**src/design/sksi_pkg.sv**
```systemverilog
package sksi_pkg;

  // Default geometry of the key store
  localparam int DEF_CAPACITY = 64;
  localparam int DEF_KEY_BITS = 32;

  // Fixed field widths on the ports
  localparam int IN_KEY_W = 32;
  localparam int STATUS_W = 3;

  // Request codes
  localparam logic OP_INSERT = 1'b0;
  localparam logic OP_REMOVE = 1'b1;

  // Result status codes
  localparam logic [STATUS_W-1:0] ST_INSERTED  = 3'd0;
  localparam logic [STATUS_W-1:0] ST_PRESENT   = 3'd1;
  localparam logic [STATUS_W-1:0] ST_REMOVED   = 3'd2;
  localparam logic [STATUS_W-1:0] ST_NOT_FOUND = 3'd3;
  localparam logic [STATUS_W-1:0] ST_FULL      = 3'd4;

  // Commands from the controller to the datapath
  typedef struct packed {
    logic load;      // capture the incoming key
    logic ins;       // open a gap and store the key
    logic rem;       // close the gap over the matching key
    logic res_we;    // latch the result position
    logic pos_zero;  // report position zero
  } cmd_t;

  // Search status from the datapath
  typedef struct packed {
    logic hit;   // key is held
    logic full;  // store holds CAPACITY keys
  } stat_t;

endpackage

```
**src/design/sksi_ctrl.sv**
```systemverilog
module sksi_ctrl
  import sksi_pkg::*;
(
  input  logic                clk,
  input  logic                rst_n,
  input  logic                start,
  input  logic                in_op,
  input  stat_t               stat,
  output cmd_t                cmd,
  output logic                busy,
  output logic                out_valid,
  output logic [STATUS_W-1:0] out_status
);

  typedef enum logic {
    IDLE,
    EXEC
  } state_t;

  state_t              state_r;
  state_t              state_nxt;
  logic                op_r;
  logic                valid_r;
  logic                valid_nxt;
  logic [STATUS_W-1:0] status_r;
  logic [STATUS_W-1:0] status_nxt;

  // Decide the action from the search status
  always_comb begin
    cmd        = '0;
    state_nxt  = state_r;
    valid_nxt  = 1'b0;
    status_nxt = status_r;
    unique case (state_r)
      IDLE: begin
        if (start) begin
          cmd.load  = 1'b1;
          state_nxt = EXEC;
        end
      end
      EXEC: begin
        cmd.res_we = 1'b1;
        valid_nxt  = 1'b1;
        state_nxt  = IDLE;
        if (op_r == OP_INSERT) begin
          if (stat.hit) begin
            status_nxt = ST_PRESENT;
          end else if (stat.full) begin
            status_nxt   = ST_FULL;
            cmd.pos_zero = 1'b1;
          end else begin
            status_nxt = ST_INSERTED;
            cmd.ins    = 1'b1;
          end
        end else begin
          if (stat.hit) begin
            status_nxt = ST_REMOVED;
            cmd.rem    = 1'b1;
          end else begin
            status_nxt   = ST_NOT_FOUND;
            cmd.pos_zero = 1'b1;
          end
        end
      end
      default: begin
        state_nxt = IDLE;
      end
    endcase
  end

  // Hold state and registered outputs
  always_ff @(posedge clk) begin
    if (!rst_n) begin
      state_r  <= IDLE;
      valid_r  <= 1'b0;
      status_r <= ST_INSERTED;
      op_r     <= OP_INSERT;
    end else begin
      state_r  <= state_nxt;
      valid_r  <= valid_nxt;
      status_r <= status_nxt;
      if (cmd.load) begin
        op_r <= in_op;
      end
    end
  end

  assign busy       = (state_r != IDLE);
  assign out_valid  = valid_r;
  assign out_status = status_r;

endmodule

```
**config.mk**
```make
export PLATFORM = sky130hd
export DESIGN_NAME = sksi_ctrl
export DESIGN_NICKNAME = d
export VERILOG_FILES = /design/src/design/sksi_pkg.sv /design/src/design/sksi_ctrl.sv
export SDC_FILE = /design/constraint.sdc
export NUM_CORES = 1
export LEC_CHECK = 0
export BUFFER_PORTS_ARGS = -buffer_cell sky130_fd_sc_hd__buf_2
export CAP_MARGIN = 10
export CORE_AREA = 2 2 39 41
export CTS_CLUSTER_DIAMETER = 50
export CTS_CLUSTER_SIZE = 24
export DETAILED_ROUTE_END_ITERATION = 6
export DIE_AREA = 0 0 41 43
export GPL_ROUTABILITY_DRIVEN = 0
export PLACE_DENSITY = 0.45
export SYNTH_ARGS = -nofsm -noshare
export SYNTH_HDL_FRONTEND = slang
export SYNTH_SLANG_ARGS = --single-unit
```
**constraint.sdc**
```tcl
create_clock -name clk -period 1.4 [get_ports clk]
set_input_delay 0.14 -clock clk [delete_from_list [all_inputs] [get_ports clk]]
set_output_delay 0.14 -clock clk [all_outputs]
set_load 0.005 [all_outputs]
```
==> results of run 1 <==
-- final cells by class --
type                            count  area (µm²)
Tap cell                           16       20.02
Sequential cell                     6       121.4
Multi-Input combinational cell     18       138.9
Timing Repair Buffer               15       75.07
Fill cell                         155        1006
Clock buffer                        3       22.52
-- worst max-delay path, stage by stage (launching register included) --
cell     delay [ns]
dfxtp_1        0.35
ha_1           0.19
and2_1         0.15
buf_2          0.12
-- Yosys cell counts --
master    instances
nor2b_1           4
ha_1              1
buf_4             2
mux2i_1           3
nor2_1            2
dfxtp_1           6
buf_6             1
nor3_1            1
o21a_1            1
nand2b_1          1
nor2b_4           1
and4bb_1          1
and2_1            3
-- cell families after synthesis --
group	after synthesis	share of synthesized area, %
adder cells (fa/ha/maj)	1	4.385
AO/OA/AOI/OAI	1	2.633
AND/OR/NAND/NOR	13	31.14
multiplexers	3	10.53
buffers and inverters	3	9.209
flip-flops	6	42.11
-- per-stage QoR --
| step | instances | hold slack, ns | setup WS [ns] | utilization [%] |
|---|---|---|---|---|
| floorplan | 27 | 0.2575 | 0.4798 | - |
| global placement | 55 | 0.4099 | 0.3670 | 25.59 |
| detailed placement | 55 | 0.4172 | 0.3500 | 25.59 |
| CTS | 58 | 0.1648 | 0.08258 | 27.22 |
| global route | 58 | 0.1722 | 0.1240 | 27.31 |
| finish | 58 | 0.1655 | 0.2172 | 27.31 |
-- routing by layer --
metal,GRT usage [%],up-vias
met4,6.000,0
met1,9.385,91
li1,-,120
met3,4.712,0
met5,0,-
met2,8.438,8
-- registers in the layout (all words and copies together) (netlist names) --
name / cells
out_status: 3
op_r: 1
out_valid: 1
busy: 1
-- what timing repair did --
item / CTS / global route
resized for setup: 0 / 1
hold buffers: 0 / 0
endpoints found under the setup margin: 0 / 1
-- power groups by stage --
stage / logic [mW] / registers [mW] / clock network, mW
after CTS: 0.0445 / 0.188 / 0.165
final: 0.0434 / 0.188 / 0.155
after detailed placement: 0.0444 / 0.191 / 0
after floorplan: 0.0326 / 0.188 / 0
after global routing: 0.0497 / 0.190 / 0.177
after global placement: 0.0444 / 0.191 / 0
-- worst max-delay path by stage --
| stage | from | endpoint | slack (ns) | cells after the start |
|---|---|---|---|---|
| floorplan | busy | out_status[2] | 0.48 | 3 |
| detailed placement | busy | cmd[3] | 0.35 | 3 |
| finish | op_r | cmd[2] | 0.22 | 3 |
| global placement | busy | cmd[3] | 0.37 | 3 |
| CTS | busy | cmd[3] | 0.08 | 3 |
| global route | busy | cmd[3] | 0.12 | 3 |
-- cells in the final DEF (no fill, tap or decap) --
| master | netlist | routed |
|---|---|---|
| and2_1 | 3 | 3 |
| and4bb_1 | 1 | 1 |
| buf_2 | 0 | 15 |
| clkbuf_4 | 0 | 3 |
| dfxtp_1 | 6 | 5 |
| dfxtp_2 | 0 | 1 |
| ha_1 | 1 | 1 |
| mux2i_1 | 3 | 3 |
| nand2b_1 | 1 | 1 |
| nor2_1 | 2 | 2 |
| nor2b_1 | 4 | 4 |
| nor2b_4 | 1 | 1 |
| nor3_1 | 1 | 1 |
| o21a_1 | 1 | 1 |
==> key figures, run 1 <==
Worst setup path
  • R2R Path End: out_status[0]
  • Worst EP required: between 1 and 1.5 ns
  • WP data arrival: approximately 1.0 ns
  • R2R cell count: 3
  • CP endpoint kind: primary output
  • Critical path class: reg2out
  • R2R setup slack: around 0.44 ns
  • Reg2reg start: op_r
  • CP max FO: 6
  • Type of origin of the critical path: flop

Logic synthesis
  • Post-Syn Area per Cell: 10.57 µm²
  • Synth area leaders: dfxtp_1 42%, mux2i_1 11%, nor2b_1 8.8%
  • Post-synth top area share: between 40% and 50%
  • Mapped cell area: 285.3 µm²
  • Syn. warnings: 0
  • Yosys cell types: 13
  • Synth Instances: 27
  • Sequential fraction of the synthesis area: between 40 and 50%
  • Area leader, netlist: dfxtp_1
  • Post-synthesis net count: 34
  • Yosys reg bits: 6

STA
  • Final period utilization: 84.48%
  • Max frequency: about 0.85 GHz
  • RSZ-0062 raised after global routing: no
  • Final hold viol count: 0
  • Skew final: 0.0009504 ns
  • Setup TNS: 0 ns
  • Final min period: roughly 1.2 ns
  • Slew Limit Fails: 0
  • Worst Tran Pin Value: approximately 0.20 ns
  • Endpoints failing setup: 0
  • Worst slew margin: 86.77%

Flow run
  • # Max-Cap Violations: 0

Min path
  • Worst min-delay path startpoint: in_op
  • Hold WC Path Type: in2reg
  • Worst Hold End: op_r
  • WHS Path Cells: 3

Floorplan
  • Initial Util: 20.61%
  • Die Ht: 43 µm
  • DIE AREA: roughly 1800 µm²
  • IO Pins: 16
  • Core area: 1384 µm²
  • # rows: 14
  • Die width: 41 µm

Clock tree
  • Htree depth: 1
  • Clock Path Buffers: 2
  • Num CTS Buffers: 3
  • Clock transition at path regs: about 0.04 ns
  • Sink Count: 6
  • Skew-Pair Late Insertion Delay: 0.24 ns
  • Root Buffer: clkbuf_4
  • Setup Buffers After CTS: 0
  • CTS tree: built

Route
  • Top sig layer: met3
  • Router iterations before antenna repair: 3
  • Met2 WL post-DR: ~220 µm
  • Vias after detailed routing: about 220
  • Drt via density: 3.776
  • Final ANT Viol Nets: 0
  • Routed WL per cell: 8.534 µm
  • Met1 wire length: roughly 220 µm
  • DRT iter0 DRCs: 2
  • Post-Route WL: 495 µm
  • WL met3: around 48 µm
  • Residual DRC count: 0

Layout
  • Post-route cell area: 377.9 µm²
  • Ant diodes: 0
  • Final #Nets: just over 50
  • Area Growth Syn to Fin: 32.46%
  • Share of cells above drive strength 1: 47.62%

GRT
  • First-pass GRT wire length: just over 800 µm
  • Gr usage total: 7.445%
  • Total gr overflow: 0
  • Vias in the first global route: between 150 and 200
  • Initial antenna violation count: 0
  • Largest net degree at the start of global routing: 11

Place
  • Placed Instance Area: 354.1 µm²
  • Number of buffers added on ports: 15

Pwr
  • Clock share of power: 40.1%
  • Pwr dens: 1023 nW/µm²
  • Cell leakage power: approximately 0.20 nW
  • Combinational share of power: between 10% and 20%
  • Net Sw Power: approximately 0.084 mW
  • P_int: 0.3028 mW
  • Seq pwr share: ~49%
  • Peak VDD IR: slightly below 0.4 mV
  • Power Total: 0.3867 mW
  • Switch share: 21.71%

Outcome
  • Status: finished, final reports clean
Power figures use the tool's default switching activity.
==> inputs of run 2 (changes only) <==
Clock period 1.4 ns to 1.2 ns, I/O delays scaled along.
==> run 2 against run 1 <==
  * Worst setup slack worse by 0.15 ns
  * Sequential share of layout area increased by 0.67 points
  * Non-clock buffer count is the same
  * Utilization grew 0.27 points
  * First-iteration DRC count down 50%
  * Critical endpoint unchanged
  * Largest cell class unchanged
==> key figures, run 2 (synthesized netlist as in run 1, its figures left out) <==
Worst setup path
  • CP max FO: 6
  • Worst EP required: 1.08 ns
  • Crit path cell chain: ha_1, and2_1, buf_2
  • Crit-path leading delay family: flip-flops
  • Setup crit start: op_r
  • CP max stage delay: 0.34 ns
  • Type of origin of the critical path: flop
  • WP buf/inv: 1
  • Slowest CP cell: dfxtp_2
  • WP data arrival: 1.01 ns
  • R2R setup slack: ~0.3 ns
  • Reg2reg start: op_r
  • Critical path class: reg2out
  • CP endpoint kind: primary output

Floorplan
  • DIE AREA: 1763 µm²
  • # rows: 14
  • Die width: a little over 40 µm
  • Initial Util: between 20% and 30%
  • Core area: 1384 µm²
  • IO Pins: 16
  • Die Ht: 43 µm

Place
  • Dpl cells: 55
  • Number of buffers added on ports: 15

Min path
  • Worst min-delay path startpoint: in_op
  • Hold WC Path Type: in2reg

Pwr
  • Pwr dens: 1178 nW/µm²
  • Cell leakage power: 0.1958 nW
  • Peak VDD IR: 0.4572 mV

Layout
  • Share of cells above drive strength 1: 50.00%
  • Commonest non-fill, non-tap cells in the layout: 15 x buf_2, 4 x nor2b_1, 4 x dfxtp_1
  • Final Non-Filler Cells: 58
  • FILL cells: 155
  • Max FFs per register: 3
  • Final #Nets: slightly above 50
  • Commonest non-fill, non-tap cell in the layout: buf_2
  • Final core utilization: 27.58%
  • Area Growth Syn to Fin: 33.77%
  • Ant diodes: 0

Route
  • Final ANT Viol Nets: 0
  • Met2 WL post-DR: 224 µm
  • Router iterations before antenna repair: 2
  • Top sig layer: met3
  • DRT iter0 DRCs: 1
  • Post-Route WL: 489 µm
  • Drt via density: 3.776
  • WL met3: 48 µm
  • Routed WL per cell: 8.431 µm
  • Vias after detailed routing: 219
  • Residual DRC count: 0
  • Met1 wire length: 215 µm

Clock tree
  • Clock transition at path regs: 0.04 ns
  • Htree depth: 1
  • CTS tree: built
  • Skew-Pair Late Insertion Delay: 0.24 ns
  • Setup Buffers After CTS: 0
  • Root Buffer: clkbuf_4
  • Sink Count: 6
  • Clock Path Buffers: 2
  • Num CTS Buffers: 3
  • CTS Hold Buffers Added: 0

GRT
  • Total gr overflow: 0
  • Gr usage total: 7.445%
  • First-pass GRT wire length: 814 µm
  • Initial antenna violation count: 0
  • Largest net degree at the start of global routing: 11
  • Vias in the first global route: around 180

STA
  • Min Hold Slack: 0.1478 ns
  • Final min period: 1.134 ns
  • RSZ-0062 raised after global routing: no
  • Max frequency: 0.8816 GHz
  • Final period utilization: 94.53%
  • Setup TNS: 0 ns
  • Slew Limit Fails: 0
  • Endpoints failing setup: 0
  • Worst Tran Pin Value: 0.1307 ns
  • Skew final: 0.0005888 ns
  • Worst slew margin: 91.04%
  • Final hold viol count: 0

Flow run
  • # Max-Cap Violations: 0

Outcome
  • Status: finished, final reports clean
[run 2: cell types whose count changed in the layout (fill, tap and decap cells not counted)]
| cell | delta |
|---|---|
| dfxtp_1 | -1 |
| dfxtp_4 | +1 |
[run 2: layer usage]
metal  GRT usage, %  vias to the layer above
met3          4.712                        0
met4          6.000                        0
met5              0                        -
li1               -                      120
met2          8.438                        8
met1          9.385                       91
[run 2: repair_timing]
item,in CTS,in global routing
endpoints found under the setup margin,3,2
gates cloned,0,0
pin swaps,0,0
gates resized for setup,1,2
hold endpoints to repair,0,0
[run 2: path summary, 6_finish.rpt]
| kind | to | cells after the start |
|---|---|---|
| setup / recovery | cmd[2] | 3 |
| hold / removal | op_r | 3 |
| setup reg to reg | out_status[0] | 3 |
| hold reg to reg | out_status[1] | 2 |
[run 2: worst reg2reg max path, stage by stage, from the launching register on]
cell	delay, ns
dfxtp_2	0.34
ha_1	0.27
mux2i_1	0.13
nor2b_1	0.06
[run 2: area by class of cell]
cell class	instances	area, µm²	area share, %
clock buffer	3	22.52	5.902
multi-input combinational	18	138.9	36.39
sequential	6	125.1	32.79
tap	16	20.02	5.246
timing repair buffer	15	75.07	19.67
[run 2: power breakdown]
group / internal (mW) / switching, mW / total (mW)
Sequential: 0.209 / 0.0102 / 0.219
Combinational: 0.0310 / 0.0195 / 0.0506
Clock: 0.113 / 0.0673 / 0.180
[run 2: per-stage QoR]
stage / worst slack (ns) / power (mW) / cell area [µm²]
2_1_floorplan: 0.2798 / 0.2571 / 285.3
3_5_place_dp: 0.1700 / 0.2751 / 354.1
4_1_cts: 0.01977 / 0.4645 / 377.9
6_report: 0.06566 / 0.4497 / 381.6
3_3_place_gp: 0.1871 / 0.2750 / 354.1
5_1_grt: 0.009105 / 0.4851 / 381.6
